<file path="src/gse_pkg.sv">
// ----------------------------------------------------------------------------
// gse_pkg
// shared types, sizes and constants of the gaussian/sobel edge detector
// ----------------------------------------------------------------------------
package gse_pkg;

  localparam int MAX_WIDTH  = 1024;
  localparam int MAX_HEIGHT = 1024;
  localparam int MIN_DIM    = 5;

  localparam int DIM_W  = 11;
  localparam int THR_W  = 10;
  localparam int PIX_W  = 10;
  localparam int BLUR_W = 11;
  localparam int COL_W  = $clog2(MAX_WIDTH);
  localparam int ROW_W  = $clog2(MAX_HEIGHT + 1);
  localparam int EW_W   = $clog2(MAX_WIDTH + 1);
  localparam int EH_W   = $clog2(MAX_HEIGHT + 1);
  localparam int POS_W  = $clog2(MAX_WIDTH * MAX_HEIGHT + 3 * MAX_WIDTH + 3);

  localparam int SUM_W       = 18;
  localparam int RECIP_W     = 18;
  localparam int PROD_W      = SUM_W + RECIP_W;
  localparam int GAUSS_SHIFT = 24;
  localparam logic [RECIP_W-1:0] GAUSS_RECIP = 18'd145889;

  localparam int GRAD_W = 15;
  localparam int ABS_W  = 14;
  localparam int SQ_W   = 2 * (ABS_W + 1);

  localparam logic [PIX_W-1:0] FULL_SCALE = 10'd765;

  localparam int Q_DEPTH     = 4;
  localparam int Q_PTR_W     = $clog2(Q_DEPTH);
  localparam int OUT_DEPTH   = 16;
  localparam int OUT_PTR_W   = $clog2(OUT_DEPTH);

  localparam logic [3:0] GAUSS_W [5][5] = '{
    '{4'd2, 4'd4,  4'd5,  4'd4,  4'd2},
    '{4'd4, 4'd9,  4'd12, 4'd9,  4'd4},
    '{4'd5, 4'd12, 4'd15, 4'd12, 4'd5},
    '{4'd4, 4'd9,  4'd12, 4'd9,  4'd4},
    '{4'd2, 4'd4,  4'd5,  4'd4,  4'd2}
  };

  typedef enum logic [1:0] {
    REG_IMAGE_WIDTH    = 2'd0,
    REG_IMAGE_HEIGHT   = 2'd1,
    REG_LOW_THRESHOLD  = 2'd2,
    REG_HIGH_THRESHOLD = 2'd3
  } reg_index_t;

  typedef enum logic {
    REQ_PIXEL = 1'b0,
    REQ_DRAIN = 1'b1
  } req_type_t;

  typedef enum logic [1:0] {
    DIR_0   = 2'd0,
    DIR_45  = 2'd1,
    DIR_90  = 2'd2,
    DIR_135 = 2'd3
  } dir_t;

  typedef struct packed {
    logic [EW_W-1:0]  width;
    logic [EH_W-1:0]  height;
    logic [THR_W-1:0] low_threshold;
    logic [THR_W-1:0] high_threshold;
  } cfg_t;

  typedef struct packed {
    logic [PIX_W-1:0] pixel;
    logic [COL_W-1:0] in_col;
    logic [COL_W-1:0] bx;
    logic [ROW_W-1:0] by;
    logic [COL_W-1:0] ox;
    logic [ROW_W-1:0] oy;
    logic             emit;
    logic             last;
  } step_t;

  typedef struct packed {
    logic [BLUR_W-1:0] value;
    logic [COL_W-1:0]  bx;
    logic [COL_W-1:0]  ox;
    logic [ROW_W-1:0]  oy;
    logic              emit;
    logic              last;
  } blur_t;

  typedef struct packed {
    logic [PIX_W-1:0] edge_value;
    logic             frame_end;
  } result_t;

endpackage

</file>
<file path="src/gse_front.sv">
// ----------------------------------------------------------------------------
// gse_front
// accepts items, tracks frame positions, steps pixels and post-input drains
// ----------------------------------------------------------------------------
module gse_front import gse_pkg::*; (
  input  logic             clk,
  input  logic             rst,
  input  cfg_t             cfg,
  input  logic             restart,
  input  logic             in_valid,
  output logic             in_ready,
  input  logic             req_type,
  input  logic [PIX_W-1:0] pixel_in,
  output logic             push,
  output step_t            push_entry,
  input  logic             full
);

  logic [POS_W-1:0] step_count;
  logic [POS_W-1:0] total;
  logic [POS_W-1:0] emit_from;
  logic [POS_W-1:0] blur_from;
  logic [POS_W-1:0] last_step;
  logic [COL_W-1:0] in_col;
  logic [COL_W-1:0] bx;
  logic [ROW_W-1:0] by;
  logic [COL_W-1:0] ox;
  logic [ROW_W-1:0] oy;
  logic             input_done;
  logic             emit;
  logic             blur_run;
  logic             at_last;
  logic             col_wrap;
  logic             bx_wrap;
  logic             ox_wrap;

  always_ff @(posedge clk) begin
    total     <= POS_W'(32'(cfg.width) * 32'(cfg.height));
    emit_from <= POS_W'(3 * 32'(cfg.width) + 3);
    blur_from <= POS_W'(2 * 32'(cfg.width) + 2);
    last_step <= POS_W'(32'(cfg.width) * 32'(cfg.height) + 3 * 32'(cfg.width) + 2);
  end

  always_comb begin
    in_ready   = !full;
    input_done = step_count >= total;
    push       = in_valid && in_ready && (input_done || req_type == REQ_PIXEL);
    emit       = step_count >= emit_from;
    blur_run   = step_count >= blur_from;
    at_last    = step_count == last_step;
    col_wrap   = 32'(in_col) == 32'(cfg.width) - 1;
    bx_wrap    = 32'(bx) == 32'(cfg.width) - 1;
    ox_wrap    = 32'(ox) == 32'(cfg.width) - 1;
    push_entry = '{
      pixel:  pixel_in,
      in_col: in_col,
      bx:     bx,
      by:     by,
      ox:     ox,
      oy:     oy,
      emit:   emit,
      last:   emit && at_last
    };
  end

  always_ff @(posedge clk) begin
    if (rst || restart) begin
      step_count <= '0;
      in_col     <= '0;
      bx         <= '0;
      by         <= '0;
      ox         <= '0;
      oy         <= '0;
    end else if (push) begin
      if (at_last) begin
        step_count <= '0;
        in_col     <= '0;
        bx         <= '0;
        by         <= '0;
        ox         <= '0;
        oy         <= '0;
      end else begin
        step_count <= step_count + 1'b1;
        in_col     <= col_wrap ? '0 : in_col + 1'b1;
        if (blur_run) begin
          bx <= bx_wrap ? '0 : bx + 1'b1;
          if (bx_wrap) begin
            by <= by + 1'b1;
          end
        end
        if (emit) begin
          ox <= ox_wrap ? '0 : ox + 1'b1;
          if (ox_wrap) begin
            oy <= oy + 1'b1;
          end
        end
      end
    end
  end

endmodule

</file>
<file path="config.mk">
export PLATFORM = sky130hd
export DESIGN_NAME = gse_front
export DESIGN_NICKNAME = d
export VERILOG_FILES = /design/src/gse_pkg.sv /design/src/gse_front.sv
export SDC_FILE = /design/constraint.sdc
export NUM_CORES = 1
export LEC_CHECK = 0
export BUFFER_PORTS_ARGS = -buffer_cell sky130_fd_sc_hd__buf_4
export CAP_MARGIN = 30
export CORE_MARGIN = 4
export CORE_UTILIZATION = 30
export CTS_BUF_LIST = sky130_fd_sc_hd__clkbuf_16
export CTS_CLUSTER_DIAMETER = 80
export DETAILED_ROUTE_END_ITERATION = 6
export GPL_TIMING_DRIVEN = 0
export PLACE_DENSITY = 0.47
export RECOVER_POWER = 100
export SKIP_CTS_REPAIR_TIMING = 1
export SYNTH_ARGS = -nofsm -noshare
export SYNTH_HDL_FRONTEND = slang
export SYNTH_SLANG_ARGS = --single-unit
</file>
<file path="constraint.sdc">
create_clock -name clk -period 16.92 [get_ports clk]
set_clock_uncertainty 0.15 [all_clocks]
set_input_delay 1.692 -clock clk [delete_from_list [all_inputs] [get_ports clk]]
set_output_delay 1.692 -clock clk [all_outputs]
set_load 0.02 [all_outputs]
</file>
==> flow_results.org <==
** Floorplanning
- The initial utilization of the core area, before any placement, comes to 0.306.
- Core footprint :: roughly 0.041 sq mm
- Measured along the y axis, the die boundary spans 213 um.
- In this run the core area contains 74 standard-cell rows.
- Total die area :: around 0.045 sq mm
- In this run the horizontal extent of the chip is ~210 um.
- In this run the count of I/O pins placed on the die edge is ~120.

** Detailed routing
- Mean routed wirelength per cell :: 16.9 um
- After detailed routing, the number of remaining DRC violations is 0.
- Across all layers, the routed design uses between 10000 and 15000 vias.
- Detailed-route wire length :: approximately 36000 um
- Post-detailed-route via-to-cell ratio :: between 4 and 5
- The pre-antenna-repair detailed-routing pass consisted of 4 iterations.
- The count of nets left with antenna violations once routing finished came out at 0.
- Violation count after the first detailed-route iteration :: around 570

** Worst setup path
- The cell family contributing the most delay on the critical path is adder cells.
- Counting both buffers and inverters, the worst setup path holds a total of 7.
- On the worst path, the slowest cell contributes a delay of just over 0.6 ns.
- STA puts the critical path data arrival time at roughly 9.4 ns.
- Kind of critical path :: in -> reg
- Library cell appearing most often on the critical path :: sky130_fd_sc_hd__fa_1
- Of all nets on the critical path, the largest fanout is 10.
- Critical path required time :: roughly 17 ns
- Type of element capturing the critical path :: flop
- The worst setup path is launched from a primary input.
- Among all stages on the critical path, the largest delay is contributed by sky130_fd_sc_hd__clkbuf_1.

** Global route
- Met2 layer usage reported by global route :: 0.260
- Sum of overflow across all layers after global routing :: 0
- Entering global routing, the biggest net connects 17 pins.
- In this run the most used layer during global routing was met2.
- In the global route stage, overall resource usage came out at 0.159.
- The initial antenna violation count is 0.
- Global-route wire length before repair :: about 57000 um
- In the global route stage, met1 resource usage came out at 0.220.
- The via count of the first global-routing pass is between 10000 and 15000.
- Grt met3 use :: 0.0182

** STA
- Setup repair after global routing missed its margin :: no
- Share of the cycle needed by the critical path after routing :: 0.544
- Adding up every negative setup slack in the final design gives 0 ns.
- The final number of max-transition violations is 0.
- Across all setup checks in the final design, the least slack found is roughly 7.7 ns.
- Min Clock Period, post-route :: around 9 ns
- Endpoints failing hold :: 0
- In this run the tightest slew margin relative to its limit is 0.214.
- At the pin with the least slew margin, the transition time is around 1.1 ns.
- Highest attainable clock frequency :: about 110 MHz
- Setup violations remaining at the end of the flow were counted as 0.

** Clock tree
- Maximum buffer depth of the clock tree :: 2
- H-tree Lvls :: 4
- TritonCTS built the clock tree.
- Clock tree synthesis found a total of 140 sinks.
- In this run the clock root is driven by a sky130_fd_sc_hd__clkbuf_16.
- Worst-Skew Late Latency :: roughly 0.42 ns
- Clock tree synthesis inserted a total of 17 buffers.
- Clock input transition at the sequential cells of the worst setup and hold paths :: about 0.070 ns

** Synthesis
- Most common cell in the netlist :: sky130_fd_sc_hd__inv_1
- Counting flops with an async set or reset pin after synthesis yields a share of 0.
- Area share of the largest cell type after synthesis :: 0.222
- Mean instance size in the synthesized netlist :: 8.67 sq um
- Number of enable-type register cells in the synthesized netlist :: 0
- The most used flip-flop cell after synthesis is sky130_fd_sc_hd__dfxtp_1.
- After synthesis the cells add up to roughly 0.013 sq mm.
- Post-synthesis net count :: 1753
- Yosys cell types :: 70
- Cell taking the most area after synthesis :: sky130_fd_sc_hd__dfxtp_1
- For this run, the number of Yosys warnings is 0.
- By area the synthesized netlist is led by sky130_fd_sc_hd__dfxtp_1 (22%), sky130_fd_sc_hd__ha_1 (16%), sky130_fd_sc_hd__fa_1 (13%), sky130_fd_sc_hd__xnor2_1 (7.2%), sky130_fd_sc_hd__inv_1 (5.6%).
- Flip-flop and latch count after synthesis :: between 100 and 150
- For this run, the register share of the synthesized area comes to 0.222.
- Synthesis produced approximately 1500 cells.
- List of most frequent post-synthesis cells :: sky130_fd_sc_hd__inv_1 (188), sky130_fd_sc_hd__ha_1 (160), sky130_fd_sc_hd__dfxtp_1 (140)

** Flow run
- Max Cap Viol :: 0

** Layout
- Design Area, Final :: 0.0142 sq mm
- In the final layout, the share of cells above drive strength 1 is 0.0545.
- Layout Cells excl Fill :: 2110
- At the end of the flow, the number of nets in the layout was around 1900.
- Area growth, synth to finish :: 12.9%
- The repair_antennas step left the layout with diodes totalling 0.
- Fraction of the core area covered by cells at the end of the flow :: 0.345

** Placement
- Global placer's final weighted congestion :: 0.814
- Buffers placed on the I/O ports in this run total 93.
- Summed over all nets, the half-perimeter wirelength after detailed placement is between 20000 and 30000 um.
- Post-place instance area :: approximately 0.014 sq mm
- The number of placed instances, taps included, is a little over 2000.
- Pre-CTS worst setup slack :: ~7.5 ns

** Power
- Lkg Pwr :: 0.00644 uW
- Maximum resistive drop on vdd :: around 0.14 mV
- For this design the ratio of total power to cell area is 154 mW/mm^2.

** Outcome
- Status :: finished, final reports clean

** Worst hold path
- Min-Delay Path Class :: reg -> reg
cell type report:
cell class | count | area (sq um)
Fill cell | 4353 | 27000
Multi-Input combinational cell | 1063 | 8790
Sequential cell | 140 | 2800
Inverter | 189 | 709
Tap cell | 532 | 666
Timing Repair Buffer | 93 | 435
Clock buffer | 17 | 425
Buffer | 62 | 278
Clock inverter | 14 | 123
per-stage QoR:
stage	hold WS, ns	power (uW)
3_3_place_gp	0.319	1870
6_report	0.325	2200
2_1_floorplan	0.385	1540
5_1_grt	0.351	2440
3_5_place_dp	0.321	1880
4_1_cts	0.331	2250
kinds of logic after synthesis:
kind of cell,after synthesis,share of synthesized area
flops,140,0.222
buf+inv,251,0.0785
fa+ha+maj,241,0.287
xor+xnor,170,0.124
simple gates,458,0.188
mux,5,0.00407
compound gates,189,0.0963
worst paths after layout:
kind | startpoint | endpoint | slack [ns] | depth (start not counted)
worst min-delay path | by[10]$_SDFFE_PP0P_ | by[10]$_SDFFE_PP0P_ | 0.32 | 1
worst min register to register | by[10]$_SDFFE_PP0P_ | by[10]$_SDFFE_PP0P_ | 0.32 | 1
worst max-delay path | cfg[31] | last_step[20]$_DFF_P_ | 7.71 | 27
worst max register to register | step_count[6]$_SDFFE_PP0P_ | in_col[1]$_SDFFE_PP0P_ | 12.86 | 11
routing by layer:
metal | vias up | part of all wire | wire length, um
met4 | 0 | 0.026 | 928
met2 | 132 | 0.46 | 16600
li1 | 5025 | - | -
met3 | 40 | 0.026 | 911
met5 | - | 0 | 0
met1 | 4819 | 0.48 | 17300
state kept, by name, summed over array words and instances (netlist names):
name and flops:
step_count 21, by 11, ox 10, total 21
emit_from 14, oy 11, bx 10, blur_from 11
in_col 10, last_step 21
power by group:
part	internal, uW	total [uW]	switching, uW
clock network	202	356	154
logic	589	1410	816
registers	417	435	18.6
worst register-to-register path, cell delays in order (launching register included):
cell	delay, ns
sky130_fd_sc_hd__dfxtp_1	0.55
sky130_fd_sc_hd__ha_1	0.32
sky130_fd_sc_hd__a21o_1	0.16
sky130_fd_sc_hd__a21o_1	0.18
sky130_fd_sc_hd__a21oi_1	0.20
sky130_fd_sc_hd__nor2_1	0.06
sky130_fd_sc_hd__o31ai_1	0.30
sky130_fd_sc_hd__and2_0	0.24
sky130_fd_sc_hd__clkbuf_1	0.51
sky130_fd_sc_hd__buf_1	0.51
sky130_fd_sc_hd__o21ai_0	0.55
sky130_fd_sc_hd__a21oi_1	0.26
layout by cell type, fill, tap and decap left out, drive strengths merged, types with 7 or more instances in the layout:
cell type and count:
inv 191, ha 160, dfxtp 140, clkbuf 134, xnor2 107, nand2 101, nor2 86, fa 81
and2 71, xor2 61, a21oi 55, nand3 45, nand4 41, o21ai 41, buf 38, nor3 29
a21o 21, and3 20, o21a 18, nor4 14, or3 13, nor3b 9, nor2b 8, a31oi 8
a21boi 7, clkinv 7
No activity file was read; power rests on OpenSTA's default activity.
