**src/gse_pkg.sv**
```systemverilog
// ----------------------------------------------------------------------------
// gse_pkg
// shared types, sizes and constants of the gaussian/sobel edge detector
// ----------------------------------------------------------------------------
package gse_pkg;

  localparam int MAX_WIDTH  = 1024;
  localparam int MAX_HEIGHT = 1024;
  localparam int MIN_DIM    = 5;

  localparam int DIM_W  = 11;
  localparam int THR_W  = 10;
  localparam int PIX_W  = 10;
  localparam int BLUR_W = 11;
  localparam int COL_W  = $clog2(MAX_WIDTH);
  localparam int ROW_W  = $clog2(MAX_HEIGHT + 1);
  localparam int EW_W   = $clog2(MAX_WIDTH + 1);
  localparam int EH_W   = $clog2(MAX_HEIGHT + 1);
  localparam int POS_W  = $clog2(MAX_WIDTH * MAX_HEIGHT + 3 * MAX_WIDTH + 3);

  localparam int SUM_W       = 18;
  localparam int RECIP_W     = 18;
  localparam int PROD_W      = SUM_W + RECIP_W;
  localparam int GAUSS_SHIFT = 24;
  localparam logic [RECIP_W-1:0] GAUSS_RECIP = 18'd145889;

  localparam int GRAD_W = 15;
  localparam int ABS_W  = 14;
  localparam int SQ_W   = 2 * (ABS_W + 1);

  localparam logic [PIX_W-1:0] FULL_SCALE = 10'd765;

  localparam int Q_DEPTH     = 4;
  localparam int Q_PTR_W     = $clog2(Q_DEPTH);
  localparam int OUT_DEPTH   = 16;
  localparam int OUT_PTR_W   = $clog2(OUT_DEPTH);

  localparam logic [3:0] GAUSS_W [5][5] = '{
    '{4'd2, 4'd4,  4'd5,  4'd4,  4'd2},
    '{4'd4, 4'd9,  4'd12, 4'd9,  4'd4},
    '{4'd5, 4'd12, 4'd15, 4'd12, 4'd5},
    '{4'd4, 4'd9,  4'd12, 4'd9,  4'd4},
    '{4'd2, 4'd4,  4'd5,  4'd4,  4'd2}
  };

  typedef enum logic [1:0] {
    REG_IMAGE_WIDTH    = 2'd0,
    REG_IMAGE_HEIGHT   = 2'd1,
    REG_LOW_THRESHOLD  = 2'd2,
    REG_HIGH_THRESHOLD = 2'd3
  } reg_index_t;

  typedef enum logic {
    REQ_PIXEL = 1'b0,
    REQ_DRAIN = 1'b1
  } req_type_t;

  typedef enum logic [1:0] {
    DIR_0   = 2'd0,
    DIR_45  = 2'd1,
    DIR_90  = 2'd2,
    DIR_135 = 2'd3
  } dir_t;

  typedef struct packed {
    logic [EW_W-1:0]  width;
    logic [EH_W-1:0]  height;
    logic [THR_W-1:0] low_threshold;
    logic [THR_W-1:0] high_threshold;
  } cfg_t;

  typedef struct packed {
    logic [PIX_W-1:0] pixel;
    logic [COL_W-1:0] in_col;
    logic [COL_W-1:0] bx;
    logic [ROW_W-1:0] by;
    logic [COL_W-1:0] ox;
    logic [ROW_W-1:0] oy;
    logic             emit;
    logic             last;
  } step_t;

  typedef struct packed {
    logic [BLUR_W-1:0] value;
    logic [COL_W-1:0]  bx;
    logic [COL_W-1:0]  ox;
    logic [ROW_W-1:0]  oy;
    logic              emit;
    logic              last;
  } blur_t;

  typedef struct packed {
    logic [PIX_W-1:0] edge_value;
    logic             frame_end;
  } result_t;

endpackage

```
**src/gse_out_fifo.sv**
```systemverilog
// ----------------------------------------------------------------------------
// gse_out_fifo
// result queue with slot reservation so the pipeline never has to stall
// ----------------------------------------------------------------------------
module gse_out_fifo import gse_pkg::*; (
  input  logic    clk,
  input  logic    rst,
  input  logic    reserve,
  output logic    space_ok,
  input  logic    wr,
  input  result_t wr_data,
  output logic    out_valid,
  input  logic    out_ready,
  output result_t out_data
);

  result_t              slots [OUT_DEPTH];
  logic [OUT_PTR_W-1:0] wr_ptr;
  logic [OUT_PTR_W-1:0] rd_ptr;
  logic [OUT_PTR_W:0]   count;
  logic [OUT_PTR_W:0]   reserved;
  logic                 pop;

  always_comb begin
    out_valid = count != '0;
    out_data  = slots[rd_ptr];
    pop       = out_valid && out_ready;
    space_ok  = 32'(reserved) < OUT_DEPTH;
  end

  always_ff @(posedge clk) begin
    if (wr) begin
      slots[wr_ptr] <= wr_data;
    end
  end

  always_ff @(posedge clk) begin
    if (rst) begin
      wr_ptr   <= '0;
      rd_ptr   <= '0;
      count    <= '0;
      reserved <= '0;
    end else begin
      if (wr) begin
        wr_ptr <= wr_ptr + 1'b1;
      end
      if (pop) begin
        rd_ptr <= rd_ptr + 1'b1;
      end
      count    <= count + (OUT_PTR_W+1)'(wr) - (OUT_PTR_W+1)'(pop);
      reserved <= reserved + (OUT_PTR_W+1)'(reserve) - (OUT_PTR_W+1)'(pop);
    end
  end

endmodule

```
**config.mk**
```make
export PLATFORM = sky130hd
export DESIGN_NAME = gse_out_fifo
export DESIGN_NICKNAME = d
export VERILOG_FILES = /design/src/gse_pkg.sv /design/src/gse_out_fifo.sv
export SDC_FILE = /design/constraint.sdc
export NUM_CORES = 1
export LEC_CHECK = 0
export ABC_AREA = 1
export ABC_CLOCK_PERIOD_IN_PS = 4200
export BUFFER_PORTS_ARGS = -buffer_cell sky130_fd_sc_hd__buf_2
export CORE_UTILIZATION = 55
export CTS_CLUSTER_DIAMETER = 50
export DETAILED_ROUTE_END_ITERATION = 10
export PLACE_DENSITY_LB_ADDON = 0.05
export SYNTH_ARGS = -nofsm -noshare
export SYNTH_HDL_FRONTEND = slang
export SYNTH_SLANG_ARGS = --single-unit
```
**constraint.sdc**
```tcl
create_clock -name clk -period 4.2 [get_ports clk]
set_input_delay 1.26 -clock clk [delete_from_list [all_inputs] [get_ports clk]]
set_output_delay 1.26 -clock clk [all_outputs]
set_load 0.05 [all_outputs]
```
==> flow_summary.json, run 1 <==
{
  "syn_nets": 914,
  "period_share_pct": 84.6,
  "drtIter0Drc": 569,
  "fin_total_pwr_uw": 5260,
  "fmax_mhz": 282,
  "ys_async_sr_fraction_pct": 0,
  "cts_buffers": 17,
  "ant_nets": 0,
  "yosysWarnings": 0,
  "critPathKind": "flip-flop to output port",
  "p_per_area_mw_per_mm2": 541,
  "grt_pass1_vias": 5863,
  "crit_arrival_ns": 2.29,
  "synth_ff_type": "edfxtp_1",
  "port_buffers": 28,
  "synth.distinct_cells": 22,
  "placedCellCount": 1106,
  "vias": 5937,
  "status": "complete, no violations",
  "cts_resized": 0,
  "syn_avg_cell_area_sq_um": 9.94,
  "cts_hold_buf": 0,
  "netlist_area_sq_mm": 0.00875,
  "tns_ns": 0,
  "max-slew-margin-rel_pct": 44.9,
  "start_kind": "flip-flop",
  "postSynthCellCount": 880,
  "clk_latency_ns": 0.43,
  "gp_congestion": 0.820,
  "routedWlPerCell_um": 17.1,
  "yosysTopAreaCell": "edfxtp_1",
  "cts.clk_slew.worst_paths_ns": 0.07,
  "htreeDepth": 4,
  "end_kind": "output port",
  "antenna_found_initial": 0,
  "cts_tree": "built",
  "die_h_um": 128,
  "post_cts_buffers": 0,
  "worst_pin_slew_ns": 0.826,
  "finalSetupViolCount": 0,
  "layout_min_cycle_time_ns": 3.55,
  "pre_cts_ws_ns": 0.805,
  "max-vdd-ir-drop_uv": 378,
  "num_rows": 45,
  "grt_max_degree": 89,
  "syn2layout_area_growth_pct": 11.3,
  "start_util_pct": 56.9,
  "grt-ovfl-total": 0,
  "slew_viol_final": 0,
  "cp_max_fo": 23,
  "ys_seq_elements": 198,
  "totalWireLength_um": 19400,
  "rsz0062_at_grt": "no",
  "netlist.area_leader.share_pct": 60.4,
  "synth_area_leaders": "edfxtp_1 60%, nand2_1 11%, nand3_1 7.6%",
  "synth_common_cells": "263 x nand2_1, 176 x edfxtp_1, 167 x inv_1, 133 x nand3_1, 41 x nor2_1",
  "drc": 0,
  "layout.cells.non_filler": 1138,
  "dp_hpwl_um": 11900,
  "synth_edf_count": 176,
  "ios": 29,
  "cpMostUsedCell": "nand3_1",
  "die_w_um": 128,
  "layout.nets": 948,
  "p_leak_uw": 0.00430,
  "cap_violations": 0,
  "dieArea_sq_mm": 0.0164,
  "grt_pass1_wl_um": 30500,
  "clk_path_buf_depth": 2,
  "drive_gt1_share_pct": 9.06,
  "holdWs_ns": 0.525,
  "crit_chain": "buf_4, inv_1, nand3_1, nand3_1, nand2_1, buf_2",
  "clock-sinks": 198,
  "hold_violations": 0,
  "cpPeakStageDelay_ns": 0.64,
  "design.core.area_sq_mm": 0.0154,
  "fin_skew_ns": 0.00822,
  "cp.required_ns": 2.94,
  "hold_class": "flip-flop to flip-flop",
  "slowest_stage": "inv_1",
  "dr.pass1.iters": 5,
  "layout_setup_ws_ns": 0.648,
  "antenna_cells": 0,
  "cts-root-buf": "clkbuf_16",
  "yosysMostFrequentCell": "nand2_1",
  "yosysSeqAreaShare_pct": 65.5,
  "grtUsageTotal_pct": 25.4,
  "viasPerCell": 5.22
}
[worst max-delay path: cells and delay by family, from the launching register on]
family	cells	cell delay (ns)
flip-flops	1	0.31
AND/OR/NAND/NOR	3	0.44
buffers and inverters	3	1.10
[power breakdown]
group	total, uW	switching [uW]	internal [uW]
registers	2260	47.1	2220
logic	1400	991	407
clock network	1600	701	901
[cell families after synthesis]
group	share of synthesized area [%]
buf+inv	9.69
fa+ha+maj	2.75
flops	65.5
simple gates	20.7
compound gates	0.973
xor+xnor	0.401
[metrics by stage]
stage                     area [sq um]  util [%]
after floorplan                   8750         -
after global placement            9140      59.5
after detailed placement          9140      59.5
after CTS                         9730      63.3
after global routing              9730      63.3
final                             9730      63.3
[final timing paths]
path                       to  slack [ns]  startpoint  depth (start not counted)
setup / recovery  out_data[8]        0.65   flip-flop                          6
hold reg to reg     rd_ptr[3]        0.53   rd_ptr[3]                          2
setup reg to reg     count[4]        1.53    count[2]                         17
hold / removal      rd_ptr[3]        0.53   rd_ptr[3]                          2
[registers in the layout, summed over array words and instances (netlist names), named ones only]
name and cells:
slots 176, count 5, reserved 5, rd_ptr 4, wr_ptr 4
[cell type report]
cell class / count / area [sq um]
clock inverters: 9 / 57.6
well taps: 211 / 264
flip-flops and latches: 198 / 5730
fillers: 1257 / 5640
repair buffers: 51 / 338
inverters: 170 / 641
multi-input cells: 476 / 2170
clock buffers: 23 / 533
[placed cells by master (no fill, tap or decap), types with 3 or more instances in the layout]
cell type  count
inv_4          3
clkbuf_16     21
buf_4         21
ha_1          16
nand2_1      263
dfxtp_1       21
o21ai_0        3
inv_1        167
buf_2         28
xor2_1         4
nand3_1      133
clkinv_2       4
edfxtp_1     176
nor2_1        41
a21oi_1       11
[metal layers]
metal,routed length (um),vias to the layer above,part of all wire [%],track usage (%)
met3,1020,28,5.3,4.34
met4,326,0,1.7,9.55
met2,9480,164,49,42.5
met5,0,-,0,0
met1,8590,2880,44,33.5
li1,-,2865,-,-
(Power assumes the default switching activity.)
==> run 2, diff against run 1 <==
--- a/config.mk
+++ b/config.mk
@@ -6,7 +6,7 @@
 export NUM_CORES = 1
 export LEC_CHECK = 0
 export ABC_AREA = 1
-export ABC_CLOCK_PERIOD_IN_PS = 4200
+export ABC_CLOCK_PERIOD_IN_PS = 2890
 export BUFFER_PORTS_ARGS = -buffer_cell sky130_fd_sc_hd__buf_2
 export CORE_UTILIZATION = 55
 export CTS_CLUSTER_DIAMETER = 50
==> constraint.sdc (replaced) <==
create_clock -name clk -period 2.89 [get_ports clk]
set_input_delay 0.867 -clock clk [delete_from_list [all_inputs] [get_ports clk]]
set_output_delay 0.867 -clock clk [all_outputs]
set_load 0.05 [all_outputs]
==> run 2 against run 1 <==
  * Count of clock-buffer cells in the layout down 5
  * Hold slack barely moved
  * Routed wire length grew 5.6%
  * First-iteration DRC count grew 13%
  * Core utilization is 1.9 points higher
  * Largest power group unchanged
  * Highest routed layer unchanged
==> flow_summary.json, run 2 (synthesis results as in run 1) <==
{
  "dp_hpwl_um": 12000,
  "layout_min_cycle_time_ns": 2.85,
  "antenna_found_initial": 0,
  "reg2reg_to": "reserved[4]",
  "ios": 29,
  "final_cell_area_sq_mm": 0.0100,
  "layout_setup_ws_ns": 0.0413,
  "period_share_pct": 98.6,
  "rsz0062_at_grt": "no",
  "cp_max_fo": 22,
  "routedWlPerCell_um": 17.7,
  "max-slew-margin-rel_pct": 63.6,
  "cts_tree": "built",
  "cpMostUsedCell": "nand3_1",
  "fmax_mhz": 351,
  "min_from": "rd_ptr[3]",
  "cap_violations": 0,
  "clk_latency_ns": 0.43,
  "reg2reg_from": "count[2]",
  "holdWs_ns": 0.526,
  "end_kind": "output port",
  "totalWireLength_um": 20500,
  "grt-ovfl-total": 0,
  "max-vdd-ir-drop_uv": 571,
  "tns_ns": 0,
  "cts_buffers": 17,
  "cts_hold_buf": 0,
  "syn2layout_area_growth_pct": 14.6,
  "start_util_pct": 56.9,
  "place_area_sq_mm": 0.00923,
  "die_h_um": 128,
  "design.core.area_sq_mm": 0.0154,
  "pre_cts_ws_ns": 0.238,
  "viasPerCell": 5.19,
  "cts.clk_slew.worst_paths_ns": 0.07,
  "hold_violations": 0,
  "gp_congestion": 0.874,
  "clk_path_buf_depth": 2,
  "clock-sinks": 198,
  "cpPeakStageDelay_ns": 0.56,
  "hold_path_depth": 2,
  "die_w_um": 128,
  "grt_max_degree": 63,
  "drive_gt1_share_pct": 11.0,
  "final_common_cell": "nand2_1",
  "ant_nets": 0,
  "fin_skew_ns": 0.00431,
  "path_buf_inv": 2,
  "status": "complete, no violations",
  "p_per_area_mw_per_mm2": 796,
  "cts-root-buf": "clkbuf_16",
  "largest_reg_flops": 176,
  "cpLargestDelayFamily": "flip-flops",
  "min_to": "rd_ptr[3]",
  "vias": 6015,
  "largest_register": "slots",
  "layout.nets": 968,
  "rr_worst_depth": 17,
  "finalSetupViolCount": 0,
  "final_core_util_pct": 65.2,
  "port_buffers": 28,
  "dieArea_sq_mm": 0.0164,
  "final_cell_mix": "263 x nand2_1, 176 x edfxtp_1, 166 x inv_1",
  "reg_top3": "slots x176, count x5, reserved x5",
  "hold_class": "flip-flop to flip-flop",
  "slowest_stage": "dfxtp_1",
  "grt_pass1_wl_um": 31100,
  "num_rows": 45,
  "drc": 0,
  "htreeDepth": 4,
  "p_leak_uw": 0.00443,
  "crit_arrival_ns": 1.98,
  "slew_viol_final": 0,
  "grt_pass1_vias": 5754,
  "ff2ff_setup_slack_ns": 0.50,
  "start_kind": "flip-flop",
  "critPathKind": "flip-flop to output port",
  "grtUsageTotal_pct": 26.2,
  "dr.pass1.iters": 6,
  "crit_chain": "buf_6, nand3_1, nand3_1, nand2_1, clkbuf_4",
  "drtIter0Drc": 641,
  "cp.required_ns": 2.02,
  "antenna_cells": 0,
  "worst_pin_slew_ns": 0.546
}
-- run 2: tightest hold or removal path, cell delays in order (launching register included) --
cell,delay [ns]
dfxtp_1,0.33
nand2_1,0.07
a21oi_1,0.07
-- run 2: how the worst max path moves through the flow --
stage | cells after the start | slack [ns] | endpoint
after detailed placement | 14 | 0.24 | reserved[4]
after global routing | 8 | 0.006 | out_data[10]
final | 5 | 0.04 | out_data[4]
after floorplan | 12 | 0.34 | reserved[4]
after CTS | 8 | 0.009 | out_data[5]
after global placement | 13 | 0.31 | reserved[4]
-- run 2: power by group --
part / internal, uW / switching (uW)
registers: 3220 / 84.3
logic: 728 / 1490
clock network: 1440 / 1010
-- run 2: layout make-up --
| class | instances | area, sq um |
|---|---|---|
| clock buffer | 18 | 429 |
| clock inverter | 14 | 183 |
| fill | 1210 | 5340 |
| inverter | 170 | 657 |
| multi-input combinational | 476 | 2170 |
| sequential | 198 | 5730 |
| tap | 211 | 264 |
| timing repair buffer | 69 | 576 |
| timing repair inverter | 2 | 16.3 |
-- run 2: stage by stage --
step / cells / total power (uW)
floorplan: 880 / 4890
global placement: 1116 / 5340
detailed placement: 1116 / 5410
CTS: 1152 / 7900
global route: 1158 / 8350
finish: 1158 / 7980
-- run 2: layer usage --
metal  share of wire, %  track usage [%]  vias up  wire, um
li1                   -                -     2908         -
met1                 44             35.2     2872      8960
met2                 49             43.4      210      9960
met3                5.9             4.51       25      1200
met4                1.9             8.93        0       383
met5                  0                0        -         0
-- run 2: what timing repair did --
| item | 4_1_cts | 5_1_grt |
|---|---|---|
| gates cloned | 2 | 2 |
| setup buffers | 2 | 4 |
| resized for setup | 7 | 19 |
| setup endpoints to repair | 10 | 11 |
