===== config.mk =====
export PLATFORM = sky130hd
export DESIGN_NAME = gse_step_queue
export DESIGN_NICKNAME = d
export VERILOG_FILES = /design/src/gse_pkg.sv /design/src/gse_step_queue.sv
export SDC_FILE = /design/constraint.sdc
export NUM_CORES = 1
export LEC_CHECK = 0
export ABC_AREA = 0
export BUFFER_PORTS_ARGS = -buffer_cell sky130_fd_sc_hd__buf_2
export CAP_MARGIN = 5
export CORE_ASPECT_RATIO = 1.5
export CORE_MARGIN = 2
export CORE_UTILIZATION = 40
export DETAILED_ROUTE_END_ITERATION = 7
export SYNTH_ARGS = -nofsm -noshare
export SYNTH_HDL_FRONTEND = slang
export SYNTH_SLANG_ARGS = --single-unit
export TNS_END_PERCENT = 5

===== constraint.sdc =====
create_clock -name clk -period 6.6 [get_ports clk]
set_input_delay 0.66 -clock clk [delete_from_list [all_inputs] [get_ports clk]]
set_output_delay 0.66 -clock clk [all_outputs]
set_load 0.005 [all_outputs]

===== src/gse_pkg.sv =====
// ----------------------------------------------------------------------------
// gse_pkg
// shared types, sizes and constants of the gaussian/sobel edge detector
// ----------------------------------------------------------------------------
package gse_pkg;

  localparam int MAX_WIDTH  = 1024;
  localparam int MAX_HEIGHT = 1024;
  localparam int MIN_DIM    = 5;

  localparam int DIM_W  = 11;
  localparam int THR_W  = 10;
  localparam int PIX_W  = 10;
  localparam int BLUR_W = 11;
  localparam int COL_W  = $clog2(MAX_WIDTH);
  localparam int ROW_W  = $clog2(MAX_HEIGHT + 1);
  localparam int EW_W   = $clog2(MAX_WIDTH + 1);
  localparam int EH_W   = $clog2(MAX_HEIGHT + 1);
  localparam int POS_W  = $clog2(MAX_WIDTH * MAX_HEIGHT + 3 * MAX_WIDTH + 3);

  localparam int SUM_W       = 18;
  localparam int RECIP_W     = 18;
  localparam int PROD_W      = SUM_W + RECIP_W;
  localparam int GAUSS_SHIFT = 24;
  localparam logic [RECIP_W-1:0] GAUSS_RECIP = 18'd145889;

  localparam int GRAD_W = 15;
  localparam int ABS_W  = 14;
  localparam int SQ_W   = 2 * (ABS_W + 1);

  localparam logic [PIX_W-1:0] FULL_SCALE = 10'd765;

  localparam int Q_DEPTH     = 4;
  localparam int Q_PTR_W     = $clog2(Q_DEPTH);
  localparam int OUT_DEPTH   = 16;
  localparam int OUT_PTR_W   = $clog2(OUT_DEPTH);

  localparam logic [3:0] GAUSS_W [5][5] = '{
    '{4'd2, 4'd4,  4'd5,  4'd4,  4'd2},
    '{4'd4, 4'd9,  4'd12, 4'd9,  4'd4},
    '{4'd5, 4'd12, 4'd15, 4'd12, 4'd5},
    '{4'd4, 4'd9,  4'd12, 4'd9,  4'd4},
    '{4'd2, 4'd4,  4'd5,  4'd4,  4'd2}
  };

  typedef enum logic [1:0] {
    REG_IMAGE_WIDTH    = 2'd0,
    REG_IMAGE_HEIGHT   = 2'd1,
    REG_LOW_THRESHOLD  = 2'd2,
    REG_HIGH_THRESHOLD = 2'd3
  } reg_index_t;

  typedef enum logic {
    REQ_PIXEL = 1'b0,
    REQ_DRAIN = 1'b1
  } req_type_t;

  typedef enum logic [1:0] {
    DIR_0   = 2'd0,
    DIR_45  = 2'd1,
    DIR_90  = 2'd2,
    DIR_135 = 2'd3
  } dir_t;

  typedef struct packed {
    logic [EW_W-1:0]  width;
    logic [EH_W-1:0]  height;
    logic [THR_W-1:0] low_threshold;
    logic [THR_W-1:0] high_threshold;
  } cfg_t;

  typedef struct packed {
    logic [PIX_W-1:0] pixel;
    logic [COL_W-1:0] in_col;
    logic [COL_W-1:0] bx;
    logic [ROW_W-1:0] by;
    logic [COL_W-1:0] ox;
    logic [ROW_W-1:0] oy;
    logic             emit;
    logic             last;
  } step_t;

  typedef struct packed {
    logic [BLUR_W-1:0] value;
    logic [COL_W-1:0]  bx;
    logic [COL_W-1:0]  ox;
    logic [ROW_W-1:0]  oy;
    logic              emit;
    logic              last;
  } blur_t;

  typedef struct packed {
    logic [PIX_W-1:0] edge_value;
    logic             frame_end;
  } result_t;

endpackage


===== src/gse_step_queue.sv =====
// ----------------------------------------------------------------------------
// gse_step_queue
// short queue of steps between the front and the processing pipeline
// ----------------------------------------------------------------------------
module gse_step_queue import gse_pkg::*; (
  input  logic  clk,
  input  logic  rst,
  input  logic  push,
  input  step_t push_entry,
  output logic  full,
  input  logic  pop,
  output logic  head_valid,
  output step_t head
);

  step_t              slots [Q_DEPTH];
  logic [Q_PTR_W-1:0] wr_ptr;
  logic [Q_PTR_W-1:0] rd_ptr;
  logic [Q_PTR_W:0]   count;

  always_comb begin
    full       = 32'(count) == Q_DEPTH;
    head_valid = count != '0;
    head       = slots[rd_ptr];
  end

  always_ff @(posedge clk) begin
    if (push) begin
      slots[wr_ptr] <= push_entry;
    end
  end

  always_ff @(posedge clk) begin
    if (rst) begin
      wr_ptr <= '0;
      rd_ptr <= '0;
      count  <= '0;
    end else begin
      if (push) begin
        wr_ptr <= wr_ptr + 1'b1;
      end
      if (pop) begin
        rd_ptr <= rd_ptr + 1'b1;
      end
      count <= count + (Q_PTR_W+1)'(push) - (Q_PTR_W+1)'(pop);
    end
  end

endmodule


==> impl_metrics.csv, run 1 <==
group,metric,value,unit
grt,antenna_found_initial,4,
timing,slew_viol_final,0,
synthesis,yosysSeqAreaShare,0.8069,
cts,clk_path_buf_depth,3,
placed_design,dp_hpwl,9784,um
synthesis,yosys_warnings,0,
power_and_ir_drop,pwr-share-clk,0.388,
synthesis,synth.cell_area,9751,um2
grt,grt_pass1_wl,27040,um
timing,worst_slack,3160,ps
routing,drt-total-wl,17480,um
synthesis,avgSynthCellArea,25.93,um2
routing,vias,4277,
worst_hold_path,min_to,"slots[1][12]",
layout,area_delta_synth_final,18.18,%
power_and_ir_drop,leakagePower,3.879,nW
run_status,status,"completed",
cts,cts_resized,0,
worst_hold_path,hold_start,"push_entry[12]",
cts,numCtsBuffers,24,
timing,fin_crit,3440,ps
layout,fillers,2085,
routing,ant_nets,0,
worst_setup_path,worstPathRequired,5940,ps
floorplanning,die_w,131.5,um
placed_design,gp_congestion,0.7021,
synthesis,ys_seq_elements,265,
timing,final_hold_viol_count,0,
timing,rsz0062_at_grt,"false",
timing,worst_pin_slew,1034,ps
worst_setup_path,crit_path_start_kind,"register",
cts,cts_root_buffer,"clkbuf_16",
worst_setup_path,reg2reg_from,"wr_ptr[0]",
worst_setup_path,crit_fanout,35,
placed_design,dp_slack,3555,ps
power_and_ir_drop,power.density,323.1,nW/um2
power_and_ir_drop,power.switching,0.0007576,W
cts,cts_tree,"yes",
cts,post_cts_buffers,0,
power_and_ir_drop,ir_worst_vdd,0.1618,mV
cts,numClockSinks,265,
worst_setup_path,rr_worst_depth,3,
power_and_ir_drop,share_seq_of_total_power,0.528,
layout,stdcell_count,866,
grt,overflow,0,
worst_hold_path,whs_path_depth,1,
floorplanning,start_util,0.4034,
worst_setup_path,r2r-end,"slots[2][9]",
timing,skew,7.945,ps
worst_hold_path,hp-class,"in -> reg",
placed_design,dpl.cell_count,821,
cts,postCtsHoldBufs,0,
cts,path_clk_slew,70,ps
worst_setup_path,worstPathArrival,2780,ps
cts,h-tree-depth,1,
routing,drt-initial-drc-count,209,
power_and_ir_drop,p_int,0.002966,W
layout,layout.nets,598,
synthesis,syn_inst,376,
routing,drtPass1Iterations,4,
worst_setup_path,end_kind,"output port",
timing,clock.fmax,290.7,MHz
layout,final_cell_area,11520,um2
grt,grtUsageTotal,0.1369,
flow_run,max_cap_violations,0,
floorplanning,dieHeight,195.2,um
placed_design,io_buffer_count,133,
timing,holdWs,367.1,ps
floorplanning,coreArea,24170,um2
timing,setup_violations,0,
worst_setup_path,r2r_slack,4770,ps
synthesis,syn_nets,451,
worst_setup_path,crit_type,"reg -> out",
timing,relSlewSlack,0.3105,
cts,clk_latency,510,ps
grt,grt_max_degree,65,
power_and_ir_drop,p_comb_frac,0.084,
synthesis,ys_types,22,
routing,drc,0,
routing,drt-vias-per-instance,4.939,
floorplanning,rows,70,
floorplanning,io_pins,134,
power_and_ir_drop,p_sw_frac,0.2035,
routing,wl_per_cell,20.18,um
placed_design,placed_cell_area,10690,um2
floorplanning,dieArea,25670,um2
layout,drive_gt1_frac,0.4444,
timing,finalSetupTns,0,ps
grt,grt_pass1_vias,4773,
timing,period_share,0.5212,
==> per-stage QoR <==
stage               total power (W)  utilization
global placement           0.002314       0.4421
global route               0.003861       0.4767
detailed placement         0.002329       0.4421
floorplan                  0.002192            -
finish                     0.003724       0.4767
CTS                        0.003775       0.4765
==> power by group through the flow <==
stage	registers (W)	clock network [W]	logic [W]
floorplan	0.00199	0	0.000206
global placement	0.00200	0	0.000317
detailed placement	0.00200	0	0.000325
CTS	0.00197	0.00148	0.000326
global route	0.00197	0.00154	0.000345
finish	0.00196	0.00144	0.000315
==> final cells by class <==
type | count | area [um2] | area share
Timing Repair Buffer | 135 | 680.7 | 0.05907
Antenna cell | 2 | 5.005 | 0.0004343
Inverter | 6 | 22.52 | 0.001954
Tap cell | 324 | 405.4 | 0.03518
Clock buffer | 31 | 668.1 | 0.05798
Multi-Input combinational cell | 91 | 1704 | 0.1479
Sequential cell | 265 | 7875 | 0.6834
Clock inverter | 12 | 162.7 | 0.01412
==> per-layer routing <==
layer  track usage  vias up  wire length [um]
li1              -     1900                 -
met1        0.1539     2234              6750
met2        0.2587      104              9497
met3       0.02596       35               729
met4       0.04710        4               470
met5             0        -                27
==> Yosys cell counts <==
library cell    n  area (um2)
xor3_1          1       23.77
dfxtp_1         9       180.2
inv_1           6       22.52
nor2b_1         2       12.51
ha_1            6       75.07
xnor2_1         2       17.52
nand3b_1        1       7.510
and3_1          1       6.260
fa_1            1       20.02
buf_12          6       120.1
nor2_1          5       18.77
and2_1          4       25.02
mux4_1          4       105.1
a21bo_2         1       10.01
or3_1           1       6.260
mux2i_1         1       10.01
a21oi_1         1       5.000
edfxtp_1      256        7687
clkbuf_2        1       5.000
buf_2           6       30.03
buf_6           1       11.26
mux4_2         60        1351
==> cells by family (layout without fill, tap and decap cells) <==
kind of cell    count (synthesis)  count (layout)  synth area share
compound gates                  2               2          0.001539
xor+xnor                        3               3          0.004235
fa+ha+maj                       7               7          0.009752
buf+inv                        20             184           0.01938
flops                         265             265            0.8069
mux                            65              65            0.1504
other cells                     0               2                 0
simple gates                   14              14          0.007828
==> critical path: stages (launching register included) <==
cell	delay, ps
dfxtp_4	740
buf_4	700
mux4_1	660
buf_2	150
==> layout by cell type (no fill, tap or decap), drive strengths merged <==
| cell type | n |
|---|---|
| mux2i | 1 |
| dfxtp | 9 |
| a21oi | 1 |
| fa | 1 |
| mux4 | 64 |
| inv | 6 |
| nor2 | 5 |
| and2 | 4 |
| clkinv | 8 |
| xor3 | 1 |
| bufinv | 4 |
| buf | 135 |
| nor2b | 2 |
| diode | 2 |
| edfxtp | 256 |
| ha | 6 |
| or3 | 1 |
| nand3b | 1 |
| clkbuf | 31 |
| xnor2 | 2 |
| and3 | 1 |
| a21bo | 1 |
==> worst max-delay path by stage <==
stage,start,cells after the start,endpoint,slack [ps]
floorplan,push,1,slots[0][0],4000
global placement,register,3,head[63],3540
detailed placement,register,3,head[63],3550
CTS,register,3,head[63],2990
global route,register,3,head[63],2870
finish,register,3,head[63],3160
==> sequential cells by signal, indices dropped and copies added (netlist names), named ones only <==
register and count:
rd_ptr 2, count 3, slots 256, wr_ptr 2
Power figures use the tool's default switching activity.
==> run 2: changes to the inputs <==
--- a/config.mk
+++ b/config.mk
@@ -5,7 +5,7 @@
 export SDC_FILE = /design/constraint.sdc
 export NUM_CORES = 1
 export LEC_CHECK = 0
-export ABC_AREA = 0
+export ABC_AREA = 1
 export BUFFER_PORTS_ARGS = -buffer_cell sky130_fd_sc_hd__buf_2
 export CAP_MARGIN = 5
 export CORE_ASPECT_RATIO = 1.5
==> constraint.sdc (replaced) <==
create_clock -name clk -period 3.3 [get_ports clk]
set_input_delay 0.33 -clock clk [delete_from_list [all_inputs] [get_ports clk]]
set_output_delay 0.33 -clock clk [all_outputs]
set_load 0.005 [all_outputs]
==> impl_metrics.csv, run 2 <==
group,metric,value,unit
grt,grt_pass1_vias,5955,
timing,slew_viol_final,0,
floorplanning,rows,72,
layout,final_cell_area,12260,um2
cts,cts_resized,0,
synthesis,synth_top_family_by_area,"compound AO/OA/AOI/OAI gates",
power_and_ir_drop,share_seq_of_total_power,0.532,
worst_setup_path,worstPathArrival,2140,ps
layout,final_common_cell,"edfxtp_1",
synthesis,yosys_warnings,0,
routing,wl_per_cell,15.86,um
timing,relSlewSlack,0.4950,
timing,worst_pin_slew,756.7,ps
layout,reg.largest.list,"slots (256), count (3)",
cts,clk_path_buf_depth,3,
floorplanning,coreArea,25760,um2
timing,fin_crit,2466,ps
synthesis,synth.cell_area,10440,um2
cts,numClockSinks,265,
worst_setup_path,crit_fanout,96,
cts,path_clk_slew,60,ps
floorplanning,die_w,135.9,um
floorplanning,dieHeight,201.8,um
worst_setup_path,end_kind,"output port",
synthesis,synth-edff-count,256,
worst_setup_path,crit_type,"reg -> out",
routing,drtPass1Iterations,5,
worst_setup_path,worstPathRequired,2970,ps
timing,period_share,0.7474,
placed_design,dp_hpwl,12780,um
worst_setup_path,cpMaxStageDelayCell,"dfxtp_4",
timing,rsz0062_at_grt,"false",
synthesis,avgSynthCellArea,13.00,um2
timing,final_hold_viol_count,0,
power_and_ir_drop,power.density,599.7,nW/um2
synthesis,ys_types,17,
layout,drive_gt1_frac,0.1958,
timing,skew,5.480,ps
layout,area_delta_synth_final,17.42,%
synthesis,synth_commonest_cells,"edfxtp_1 (256), inv_1 (145), nand2_1 (136)",
synthesis,synth_top_area_frac,0.7365,
timing,clock.fmax,405.4,MHz
grt,overflow,0,
layout,largest_reg_flops,256,
floorplanning,io_pins,134,
routing,drt-vias-per-instance,4.724,
synthesis,synth_compound_area_frac,0.1122,
cts,h-tree-depth,1,
routing,drc,0,
synthesis,synthSimpleGateAreaFrac,0.05143,
power_and_ir_drop,p_int,0.005744,W
cts,postCtsHoldBufs,1,
worst_setup_path,reg2reg_from,"wr_ptr[0]",
synthesis,ys_top_cells_by_area,"edfxtp_1 (74%), inv_1 (5.2%), nand2_1 (4.9%)",
worst_hold_path,hold_start,"push_entry[36]",
placed_design,dpl.cell_count,1238,
power_and_ir_drop,pwr-share-clk,0.382,
power_and_ir_drop,leakagePower,4.786,nW
grt,grt_max_degree,103,
synthesis,yosys.area_share.xor_xnor,0,
cts,cts_tree,"yes",
flow_run,max_cap_violations,0,
routing,vias,6066,
placed_design,io_buffer_count,133,
floorplanning,dieArea,27430,um2
power_and_ir_drop,power.switching,0.001606,W
grt,grtUsageTotal,0.1497,
power_and_ir_drop,p_sw_frac,0.2185,
cts,post_cts_buffers,0,
worst_setup_path,cpPeakStageDelay,720,ps
synthesis,synth_largest_area_cell,"edfxtp_1",
worst_setup_path,rr_worst_depth,5,
synthesis,syn_nets,878,
cts,cts_root_buffer,"clkbuf_16",
synthesis,syn_inst,803,
synthesis,synth_flop_cell,"edfxtp_1",
placed_design,placed_cell_area,11430,um2
grt,antenna_found_initial,3,
layout,fillers,2309,
layout,final_core_util,0.4757,
placed_design,dp_slack,1275,ps
worst_setup_path,path_cells,"buf_12 > a21oi_1 > o21ai_0 > nand2_1 > buf_2",
synthesis,ys_seq_elements,265,
routing,drt-initial-drc-count,399,
worst_hold_path,hp-class,"in -> reg",
layout,final_cell_mix,"edfxtp_1 (256), inv_1 (141), nand2_1 (136)",
worst_hold_path,whs_path_depth,1,
synthesis,synth_most_common_cell,"edfxtp_1",
synthesis,yosysSeqAreaShare,0.7538,
cts,numCtsBuffers,25,
synthesis,synthMuxAreaShare,0,
layout,layout.nets,1008,
synthesis,synthArstFlopShare,0,
layout,stdcell_count,1284,
power_and_ir_drop,ir_worst_vdd,0.3304,mV
timing,setup_violations,0,
timing,finalSetupTns,0,ps
routing,drt-total-wl,20360,um
synthesis,synthAdderAreaFrac,0.009111,
routing,ant_nets,0,
worst_setup_path,crit_path_start_kind,"register",
placed_design,gp_congestion,0.7429,
grt,grt_pass1_wl,31970,um
cts,clk_latency,510,ps
run_status,status,"completed",
floorplanning,start_util,0.4051,
timing,worst_slack,833.6,ps
power_and_ir_drop,p_comb_frac,0.086,
layout,regMostFlops,"slots",
run 2: cell types whose count changed in the layout (fill, tap and decap cells not counted), moves of 14 or more:
cell / before / now
a21oi_1: 1 / 70
inv_1: 6 / 141
mux4_2: 60 / 0
nand2_1: 0 / 136
o211ai_1: 0 / 64
o21ai_0: 0 / 54
o21ai_1: 0 / 14
run 2: cell families after synthesis:
family                   after synthesis
AND/OR/NAND/NOR                      142
buffers and inverters                187
adder cells (fa/ha/maj)                7
flip-flops                           265
AO/OA/AOI/OAI                        202
run 2: stage by stage:
step / hold slack (ps) / power [W]
global placement: 442.0 / 0.004620
finish: 37.51 / 0.007349
CTS: 10.74 / 0.007443
detailed placement: 446.8 / 0.004634
floorplan: 401.2 / 0.004319
global route: 22.53 / 0.007653
run 2: power groups by stage:
| stage | Combinational, W | Clock (W) | Sequential [W] |
|---|---|---|---|
| floorplan | 0.000368 | 0 | 0.00395 |
| global placement | 0.000642 | 0 | 0.00398 |
| detailed placement | 0.000652 | 0 | 0.00398 |
| CTS | 0.000655 | 0.00288 | 0.00391 |
| global route | 0.000727 | 0.00300 | 0.00392 |
| finish | 0.000630 | 0.00281 | 0.00391 |
run 2: final cells by class:
| type | count | area, um2 | area share |
|---|---|---|---|
| antenna | 1 | 2.502 | 0.0002042 |
| clock buffer | 33 | 715.7 | 0.05840 |
| clock inverter | 11 | 97.59 | 0.007963 |
| inverter | 145 | 549.3 | 0.04482 |
| multi-input combinational | 351 | 1803 | 0.1471 |
| sequential | 265 | 7875 | 0.6426 |
| tap | 333 | 416.7 | 0.03400 |
| timing repair buffer | 145 | 795.8 | 0.06493 |
run 2: routing by layer:
metal,part of all wire,GRT usage
met1,0.40,0.1835
met2,0.53,0.2707
met4,0.016,0.03683
met3,0.048,0.02759
met5,0.0011,0
run 2: worst paths after layout:
check	to	slack [ps]
hold / removal	slots[0][36]	40
hold reg to reg	register	470
setup reg to reg	slots[2][51]	1300
setup / recovery	head[58]	830
run 2: worst max-delay path: cells and delay by family (launching register included):
family | cells | cell delay [ps]
buf+inv | 2 | 520
flops | 1 | 720
simple gates | 1 | 120
compound gates | 2 | 220
